**src/hdl/skt_pkg.sv**
```systemverilog
// ----------------------------------------------------------------------------
// skt_pkg
// Word types, action and status codes, and cell command codes for the
// sorted key table.
// ----------------------------------------------------------------------------
package skt_pkg;

    localparam int KEY_BITS     = 27;
    localparam int IN_PAY_BITS  = 32;
    localparam int ACTION_BITS  = 2;
    localparam int STATUS_BITS  = 2;
    localparam int POS_BITS     = 6;
    localparam int COUNT_BITS   = 7;
    localparam int CELL_OP_BITS = 3;

    // actions
    localparam logic [ACTION_BITS-1:0] ACT_INSERT = 2'd0;
    localparam logic [ACTION_BITS-1:0] ACT_UPDATE = 2'd1;
    localparam logic [ACTION_BITS-1:0] ACT_DELETE = 2'd2;

    // result status
    localparam logic [STATUS_BITS-1:0] ST_DONE      = 2'd0;
    localparam logic [STATUS_BITS-1:0] ST_NOT_FOUND = 2'd1;
    localparam logic [STATUS_BITS-1:0] ST_FULL      = 2'd2;

    // commands broadcast to the cell chain
    localparam logic [CELL_OP_BITS-1:0] CELL_NOP = 3'd0;
    localparam logic [CELL_OP_BITS-1:0] CELL_CMP = 3'd1;
    localparam logic [CELL_OP_BITS-1:0] CELL_INS = 3'd2;
    localparam logic [CELL_OP_BITS-1:0] CELL_UPD = 3'd3;
    localparam logic [CELL_OP_BITS-1:0] CELL_DEL = 3'd4;

    typedef struct packed {
        logic [ACTION_BITS-1:0] action;
        logic [KEY_BITS-1:0]    key;
        logic [IN_PAY_BITS-1:0] payload;
    } t_in_word;

    typedef struct packed {
        logic [STATUS_BITS-1:0] status;
        logic [POS_BITS-1:0]    position;
        logic [KEY_BITS-1:0]    key_out;
        logic [IN_PAY_BITS-1:0] payload_out;
        logic [COUNT_BITS-1:0]  count;
        logic                   is_empty;
        logic                   is_full;
    } t_out_word;

    typedef struct packed {
        logic [CELL_OP_BITS-1:0] op;
        logic [KEY_BITS-1:0]     key;
    } t_cell_ctl;

    // compare results held by a cell, plus its insert decision
    typedef struct packed {
        logic lt;
        logic eq;
        logic gt;
        logic ins;
    } t_cell_flag;

endpackage

```
**src/hdl/skt_cell.sv**
```systemverilog
// ----------------------------------------------------------------------------
// skt_cell
// One slot of the sorted table: holds a record, compares it against the
// broadcast key and trades records with its neighbors on insert and delete.
// ----------------------------------------------------------------------------
module skt_cell
    import skt_pkg::*;
#(
    parameter int IDX = 0,
    parameter int IW  = 6,
    parameter int CW  = 7,
    parameter int PW  = 32
) (
    input  logic                i_clk,
    input  t_cell_ctl           i_ctl,
    input  logic [PW-1:0]       i_pay,
    input  logic [IW-1:0]       i_slot,
    input  logic [CW-1:0]       i_count,
    input  logic                i_below_gt,
    input  logic [KEY_BITS-1:0] i_below_key,
    input  logic [PW-1:0]       i_below_pay,
    input  logic [KEY_BITS-1:0] i_above_key,
    input  logic [PW-1:0]       i_above_pay,
    output logic [KEY_BITS-1:0] o_key,
    output logic [PW-1:0]       o_pay,
    output t_cell_flag          o_flag
);

    logic [KEY_BITS-1:0] r_key, n_key;
    logic [PW-1:0]       r_pay, n_pay;
    logic                r_lt, r_eq, r_gt;
    logic                n_lt, n_eq, n_gt;
    logic                w_valid;
    logic                w_ins;

    assign w_valid = (CW'(IDX) < i_count);
    // new record lands where the neighbor below is not larger and this one is
    // larger or is the first empty slot
    assign w_ins   = !i_below_gt && (r_gt || (CW'(IDX) == i_count));

    always_comb begin
        n_key = r_key;
        n_pay = r_pay;
        n_lt  = r_lt;
        n_eq  = r_eq;
        n_gt  = r_gt;
        case (i_ctl.op)
            CELL_CMP: begin
                n_lt = w_valid && (r_key < i_ctl.key);
                n_eq = w_valid && (r_key == i_ctl.key);
                n_gt = w_valid && (r_key > i_ctl.key);
            end
            CELL_INS: begin
                if (i_below_gt) begin
                    n_key = i_below_key;
                    n_pay = i_below_pay;
                end else if (w_ins) begin
                    n_key = i_ctl.key;
                    n_pay = i_pay;
                end
            end
            CELL_UPD: begin
                if (IW'(IDX) == i_slot) begin
                    n_pay = i_pay;
                end
            end
            CELL_DEL: begin
                if (w_valid && (IW'(IDX) >= i_slot)) begin
                    n_key = i_above_key;
                    n_pay = i_above_pay;
                end
            end
            default: begin
            end
        endcase
    end

    always_ff @(posedge i_clk) begin
        r_key <= n_key;
        r_pay <= n_pay;
        r_lt  <= n_lt;
        r_eq  <= n_eq;
        r_gt  <= n_gt;
    end

    assign o_key      = r_key;
    assign o_pay      = r_pay;
    assign o_flag.lt  = r_lt;
    assign o_flag.eq  = r_eq;
    assign o_flag.gt  = r_gt;
    assign o_flag.ins = w_ins;

endmodule
```
**config.mk**
```make
export PLATFORM = sky130hd
export DESIGN_NAME = skt_cell
export DESIGN_NICKNAME = d
export VERILOG_FILES = /design/src/hdl/skt_pkg.sv /design/src/hdl/skt_cell.sv
export SDC_FILE = /design/constraint.sdc
export NUM_CORES = 1
export LEC_CHECK = 0
export BUFFER_PORTS_ARGS = -buffer_cell sky130_fd_sc_hd__buf_4
export CORE_AREA = 2 2 99 101
export CTS_CLUSTER_DIAMETER = 150
export DETAILED_ROUTE_END_ITERATION = 8
export DIE_AREA = 0 0 101 103
export GPL_ROUTABILITY_DRIVEN = 0
export PLACE_DENSITY = 0.79
export REMOVE_ABC_BUFFERS = 1
export SLEW_MARGIN = 40
export SYNTH_ARGS = -nofsm -noshare
export SYNTH_HDL_FRONTEND = slang
export SYNTH_SLANG_ARGS = --single-unit
```
**constraint.sdc**
```tcl
create_clock -name i_clk -period 4.1 [get_ports i_clk]
set_clock_uncertainty 0.2 [all_clocks]
set_input_delay 0.41 -clock i_clk [delete_from_list [all_inputs] [get_ports i_clk]]
set_output_delay 0.41 -clock i_clk [all_outputs]
set_load 0.01 [all_outputs]
```
==> impl_metrics.json, run 1 <==
{
  "p_leak_nw": 2.92,
  "synth_edf_count": 62,
  "layout_setup_ws_ps": 1500,
  "crit_type": "primary input to flip-flop",
  "fmax_mhz": 385,
  "min_period_over_period": 0.634,
  "cp.required_ps": 3950,
  "n_antenna_cell": 0,
  "p_seq_frac": 0.435,
  "power_density_nw_per_um2": 281,
  "io_buffers": 257,
  "syn_area_um2": 3830,
  "io_pins": 258,
  "rows": 36,
  "dieArea_um2": 10400,
  "endpoint_kind": "flip-flop",
  "detail_route.wl_per_cell_um": 17.2,
  "final_common_cell": "buf_4",
  "yosysTopAreaCellShare": 0.486,
  "cts_made_buffers": 9,
  "worst_slew_pin_slew_ps": 813,
  "total_power_w": 0.00171,
  "nFillCells": 767,
  "final_layout_size_suffix_gt1_frac": 0.469,
  "synth.avg_cell_area_um2": 10.7,
  "relSlewSlack": 0.458,
  "synth_compound_area_frac": 0.156,
  "finalMaxSlewViolations": 0,
  "cts_tree": "yes",
  "synth_xor_area_frac": 0,
  "clkPwrFrac": 0.339,
  "cts_root_buffer": "clkbuf_8",
  "r2r-start": "o_key[22]$_DFFE_PP_",
  "yosysUniqueCellTypes": 30,
  "cp-start-kind": "primary input",
  "die_w_um": 101,
  "dr.pass1.iters": 6,
  "synth_warnings": 0,
  "synth.area.top_cells": "edfxtp_1, ha_1, a221o_1, mux2i_1, and3_1",
  "routed_wirelength_mm": 12.4,
  "track_usage": 0.228,
  "pwr-share-comb": 0.226,
  "clkSinkCount": 62,
  "via_count": 3793,
  "ant_nets": 0,
  "path_clk_slew_ps": 70,
  "synth-seq-area-share": 0.486,
  "grt_pass1_vias": 3741,
  "rsz0062_at_grt": "no",
  "p_sw_frac": 0.242,
  "synth.mux.area_fraction": 0.0706,
  "htree_num_levels": 3,
  "clockBufferDepth": 2,
  "grt.overflow.total": 0,
  "place_area_um2": 5850,
  "detail_route.iter0.violations": 111,
  "peakVddDrop_mv": 0.173,
  "crit_path_start": "i_count[3]",
  "clkLatencyLatePin_ps": 330,
  "hold_path.class": "primary input to flip-flop",
  "fp.dieH_um": 103,
  "core_um2": 9460,
  "drcViolationCount": 0,
  "cts_hold_buffers": 0,
  "post_cts_buffers": 0,
  "hpwl_mm": 9.69,
  "synth_top_family_by_area": "compound AO/OA/AOI/OAI gates",
  "finalSetupTns_ps": 0,
  "antenna_found_initial": 1,
  "final_cell_mix": "buf_4, edfxtp_1, nand2_1",
  "p_int_w": 0.00130,
  "arrival_ps": 2450,
  "start_util": 0.405,
  "grt_max_degree": 87,
  "min-delay-start": "i_above_key[25]",
  "pre_cts_slack_ps": 945,
  "grt_pass1_wl_mm": 18.1,
  "synth_ff_type": "edfxtp_1",
  "viasPerCell": 5.25,
  "fin_crit_ps": 2600,
  "run_status": "complete, no violations",
  "synth_top_cell_by_area": "edfxtp_1",
  "fin_area_um2": 6100,
  "hold_viol_final": 0,
  "synth-simple-area-share": 0.141,
  "ys_ff_latch": 62,
  "synth_async_sr_flop_share": 0,
  "syn_inst": 357,
  "synth_fa_ha_area_frac": 0.0883,
  "setup_viol": 0,
  "crit_fanout": 14,
  "cts_resized": 0,
  "fin_nets": 825,
  "cap_violations": 0,
  "switching_power_w": 0.000414,
  "syn_to_final_growth_pct": 59.4
}
-- critical path, stage by stage --
cell	delay [ps]
buf_4	110
or4_1	530
nor4_2	520
nor4_2	180
a21oi_4	480
buf_16	220
-- Yosys cell counts, types with 2 or more instances --
| cell | number |
|---|---|
| or4_1 | 2 |
| edfxtp_1 | 62 |
| ha_1 | 27 |
| buf_4 | 4 |
| inv_1 | 29 |
| mux2i_1 | 27 |
| nand3_1 | 2 |
| nor4_2 | 2 |
| o21ai_0 | 16 |
| clkbuf_1 | 20 |
| a21oi_1 | 15 |
| a211oi_1 | 2 |
| nor4_1 | 2 |
| buf_1 | 2 |
| nor2_1 | 11 |
| nand2_1 | 41 |
| o21ai_1 | 16 |
| a221o_1 | 32 |
| nand4_1 | 3 |
| and3_1 | 32 |
-- path summary, 6_finish.rpt --
path / to / slack (ps) / cells after the start
max: o_key[25]$_DFFE_PP_ / 1500 / 6
min: o_key[25]$_DFFE_PP_ / 150 / 3
max reg2reg: r_gt$_DFFE_PN_ / 1510 / 6
min reg2reg: r_lt$_DFFE_PN_ / 660 / 4
-- power groups by stage --
| stage | sequential (W) | combinational, W | clock (W) |
|---|---|---|---|
| floorplan | 0.000769 | 0.000137 | 0 |
| global placement | 0.000758 | 0.000374 | 0 |
| detailed placement | 0.000759 | 0.000385 | 0 |
| CTS | 0.000745 | 0.000387 | 0.000597 |
| global route | 0.000746 | 0.000423 | 0.000624 |
| finish | 0.000744 | 0.000387 | 0.000580 |
-- registers in the layout (all words and copies together) (netlist names) --
register / flops
o_pay: 32
o_key: 27
r_eq: 1
r_gt: 1
r_lt: 1
-- area by class of cell --
cell class	instances	area (um^2)	area share
repair buffers	261	1980	0.325
flip-flops and latches	62	1860	0.305
multi-input cells	240	1790	0.294
well taps	114	143	0.0234
clock buffers	9	124	0.0203
inverters	29	109	0.0178
clock inverters	7	88.8	0.0146
-- metrics by stage --
step,instances,hold slack [ps],utilization
3_3_place_gp,705,497,0.618
6_report,722,149,0.645
4_1_cts,721,133,0.641
2_1_floorplan,331,397,-
3_5_place_dp,705,494,0.619
5_1_grt,722,145,0.645
-- routing by layer --
layer	global-route usage	share of wire	wire length (um)	vias to the layer above
li1	-	-	-	1844
met5	0	0.0010	13	-
met2	0.418	0.52	6430	171
met4	0.0863	0.020	254	2
met1	0.249	0.37	4640	1754
met3	0.0671	0.088	1090	22
-- kinds of logic (layout without fill, tap and decap cells) --
logic type	after synthesis	count (layout)
AO/OA/AOI/OAI	84	84
adder cells (fa/ha/maj)	27	27
buffers and inverters	55	306
flip-flops	62	62
multiplexers	27	27
AND/OR/NAND/NOR	102	102
No activity file was read; power rests on OpenSTA's default activity.
==> inputs of run 2 (changes only) <==
==> constraint.sdc (replaced) <==
create_clock -name i_clk -period 2.5 [get_ports i_clk]
set_clock_uncertainty 0.2 [all_clocks]
set_input_delay 0.25 -clock i_clk [delete_from_list [all_inputs] [get_ports i_clk]]
set_output_delay 0.25 -clock i_clk [all_outputs]
set_load 0.01 [all_outputs]
==> impl_metrics.json, run 2 (same netlist as run 1, synthesis figures left out) <==
{
  "crit_fanout": 3,
  "power_density_nw_per_um2": 445,
  "run_status": "complete, no violations",
  "worst_slew_pin_slew_ps": 832,
  "largest_register_ffs": 32,
  "peakVddDrop_mv": 0.325,
  "fp.dieH_um": 103,
  "cts_tree": "yes",
  "hold_path.class": "primary input to flip-flop",
  "die_w_um": 101,
  "relSlewSlack": 0.440,
  "path_clk_slew_ps": 70,
  "arrival_ps": 2340,
  "cts_made_buffers": 9,
  "via_count": 3885,
  "dr.pass1.iters": 4,
  "io_pins": 258,
  "final_common_cell": "buf_4",
  "core_um2": 9460,
  "cap_violations": 0,
  "dieArea_um2": 10400,
  "hold_viol_final": 0,
  "final_layout_size_suffix_gt1_frac": 0.464,
  "ant_nets": 0,
  "p_leak_nw": 3.03,
  "track_usage": 0.237,
  "fin_crit_ps": 2450,
  "clkSinkCount": 62,
  "rows": 36,
  "endpoint_kind": "flip-flop",
  "start_util": 0.405,
  "grt.overflow.total": 0,
  "setup_viol": 0,
  "routed_wirelength_mm": 12.9,
  "layout_setup_ws_ps": 45.2,
  "clockBufferDepth": 2,
  "finalSetupTns_ps": 0,
  "final_cell_mix": "buf_4, edfxtp_1, nand2_1",
  "syn_to_final_growth_pct": 66.5,
  "dr_wl_met2_mm": 6.90,
  "detail_route.iter0.violations": 109,
  "viasPerCell": 5.21,
  "io_buffers": 257,
  "crit_type": "flip-flop to flip-flop",
  "top_layer_used": "met4",
  "min_period_over_period": 0.982,
  "detail_route.wl_per_cell_um": 17.4,
  "finalMaxSlewViolations": 0,
  "htree_num_levels": 3,
  "grt_pass1_vias": 3696,
  "wl_met3_mm": 1.10,
  "hpwl_mm": 10.2,
  "cp.required_ps": 2380,
  "fmax_mhz": 407,
  "grt_max_degree": 87,
  "cp-start-kind": "flip-flop",
  "post_cts_buffers": 0,
  "pre_cts_slack_ps": -3.54,
  "clkLatencyLatePin_ps": 330,
  "drcViolationCount": 0,
  "n_antenna_cell": 0,
  "fin_nets": 849,
  "cts_root_buffer": "clkbuf_8",
  "wl_met1_mm": 4.77,
  "antenna_found_initial": 0,
  "grt_pass1_wl_mm": 18.7
}
## run 2: cell types whose count changed in the layout (fill, tap and decap cells not counted), moves of 2 or more
cell | previous run | this run
nor4_2 | 3 | 1
buf_12 | 0 | 3
dlygate4sd3_1 | 0 | 16
ha_1 | 27 | 24
buf_4 | 260 | 266
ha_4 | 0 | 3
## run 2: worst max-delay path, stage by stage (launching register included)
cell and delay, ps:
edfxtp_1 440, ha_4 320, nand4_4 130, nor4_4 280, nand2_1 100, or4_1 540
and3b_1 190
## run 2: final cells by class
cell class,instances,area [um^2]
Fill cell,720,3090
Timing Repair Buffer,285,2220
Sequential cell,62,1860
Multi-Input combinational cell,240,1840
Tap cell,114,143
Clock buffer,10,128
Inverter,29,109
Clock inverter,6,76.3
## run 2: layer usage
layer,global-route usage,vias to the layer above
met4,0.0582,0
met5,0,-
met3,0.0719,15
li1,-,1897
met2,0.442,171
met1,0.265,1802
## run 2: stage by stage
step / hold WS [ps] / instance area (um^2) / power, W / instances / utilization
2_1_floorplan: 237 / 3710 / 0.00149 / 331 / -
3_3_place_gp: 335 / 5950 / 0.00187 / 714 / 0.629
3_5_place_dp: 335 / 5950 / 0.00189 / 714 / 0.629
4_1_cts: 0.329 / 6300 / 0.00285 / 745 / 0.667
5_1_grt: 2.89 / 6370 / 0.00296 / 746 / 0.674
6_report: 15.8 / 6370 / 0.00283 / 746 / 0.674
## run 2: final timing paths
| kind | slack (ps) | endpoint | depth (start not counted) | from |
|---|---|---|---|---|
| max | 50 | r_gt$_DFFE_PN_ | 6 | o_key[25]$_DFFE_PP_ |
| min | 20 | o_key[3]$_DFFE_PP_ | 3 | i_above_key[3] |
| min reg2reg | 690 | r_lt$_DFFE_PN_ | 4 | o_key[26]$_DFFE_PP_ |
| max reg2reg | 50 | r_gt$_DFFE_PN_ | 6 | o_key[25]$_DFFE_PP_ |
## run 2: what timing repair did
item,in CTS,in global routing
pin swaps,1,1
cloned,0,0
hold buffers,15,1
resized for setup,0,6
endpoints found under the setup margin,1,1
hold endpoints to repair,15,1
## run 2: report_power, final
group	internal (W)	leakage [nW]	switching (W)	total, W
clock	0.000550	0.103	0.000381	0.000931
combinational	0.000401	2.36	0.000281	0.000682
sequential	0.00120	0.571	0.0000157	0.00122
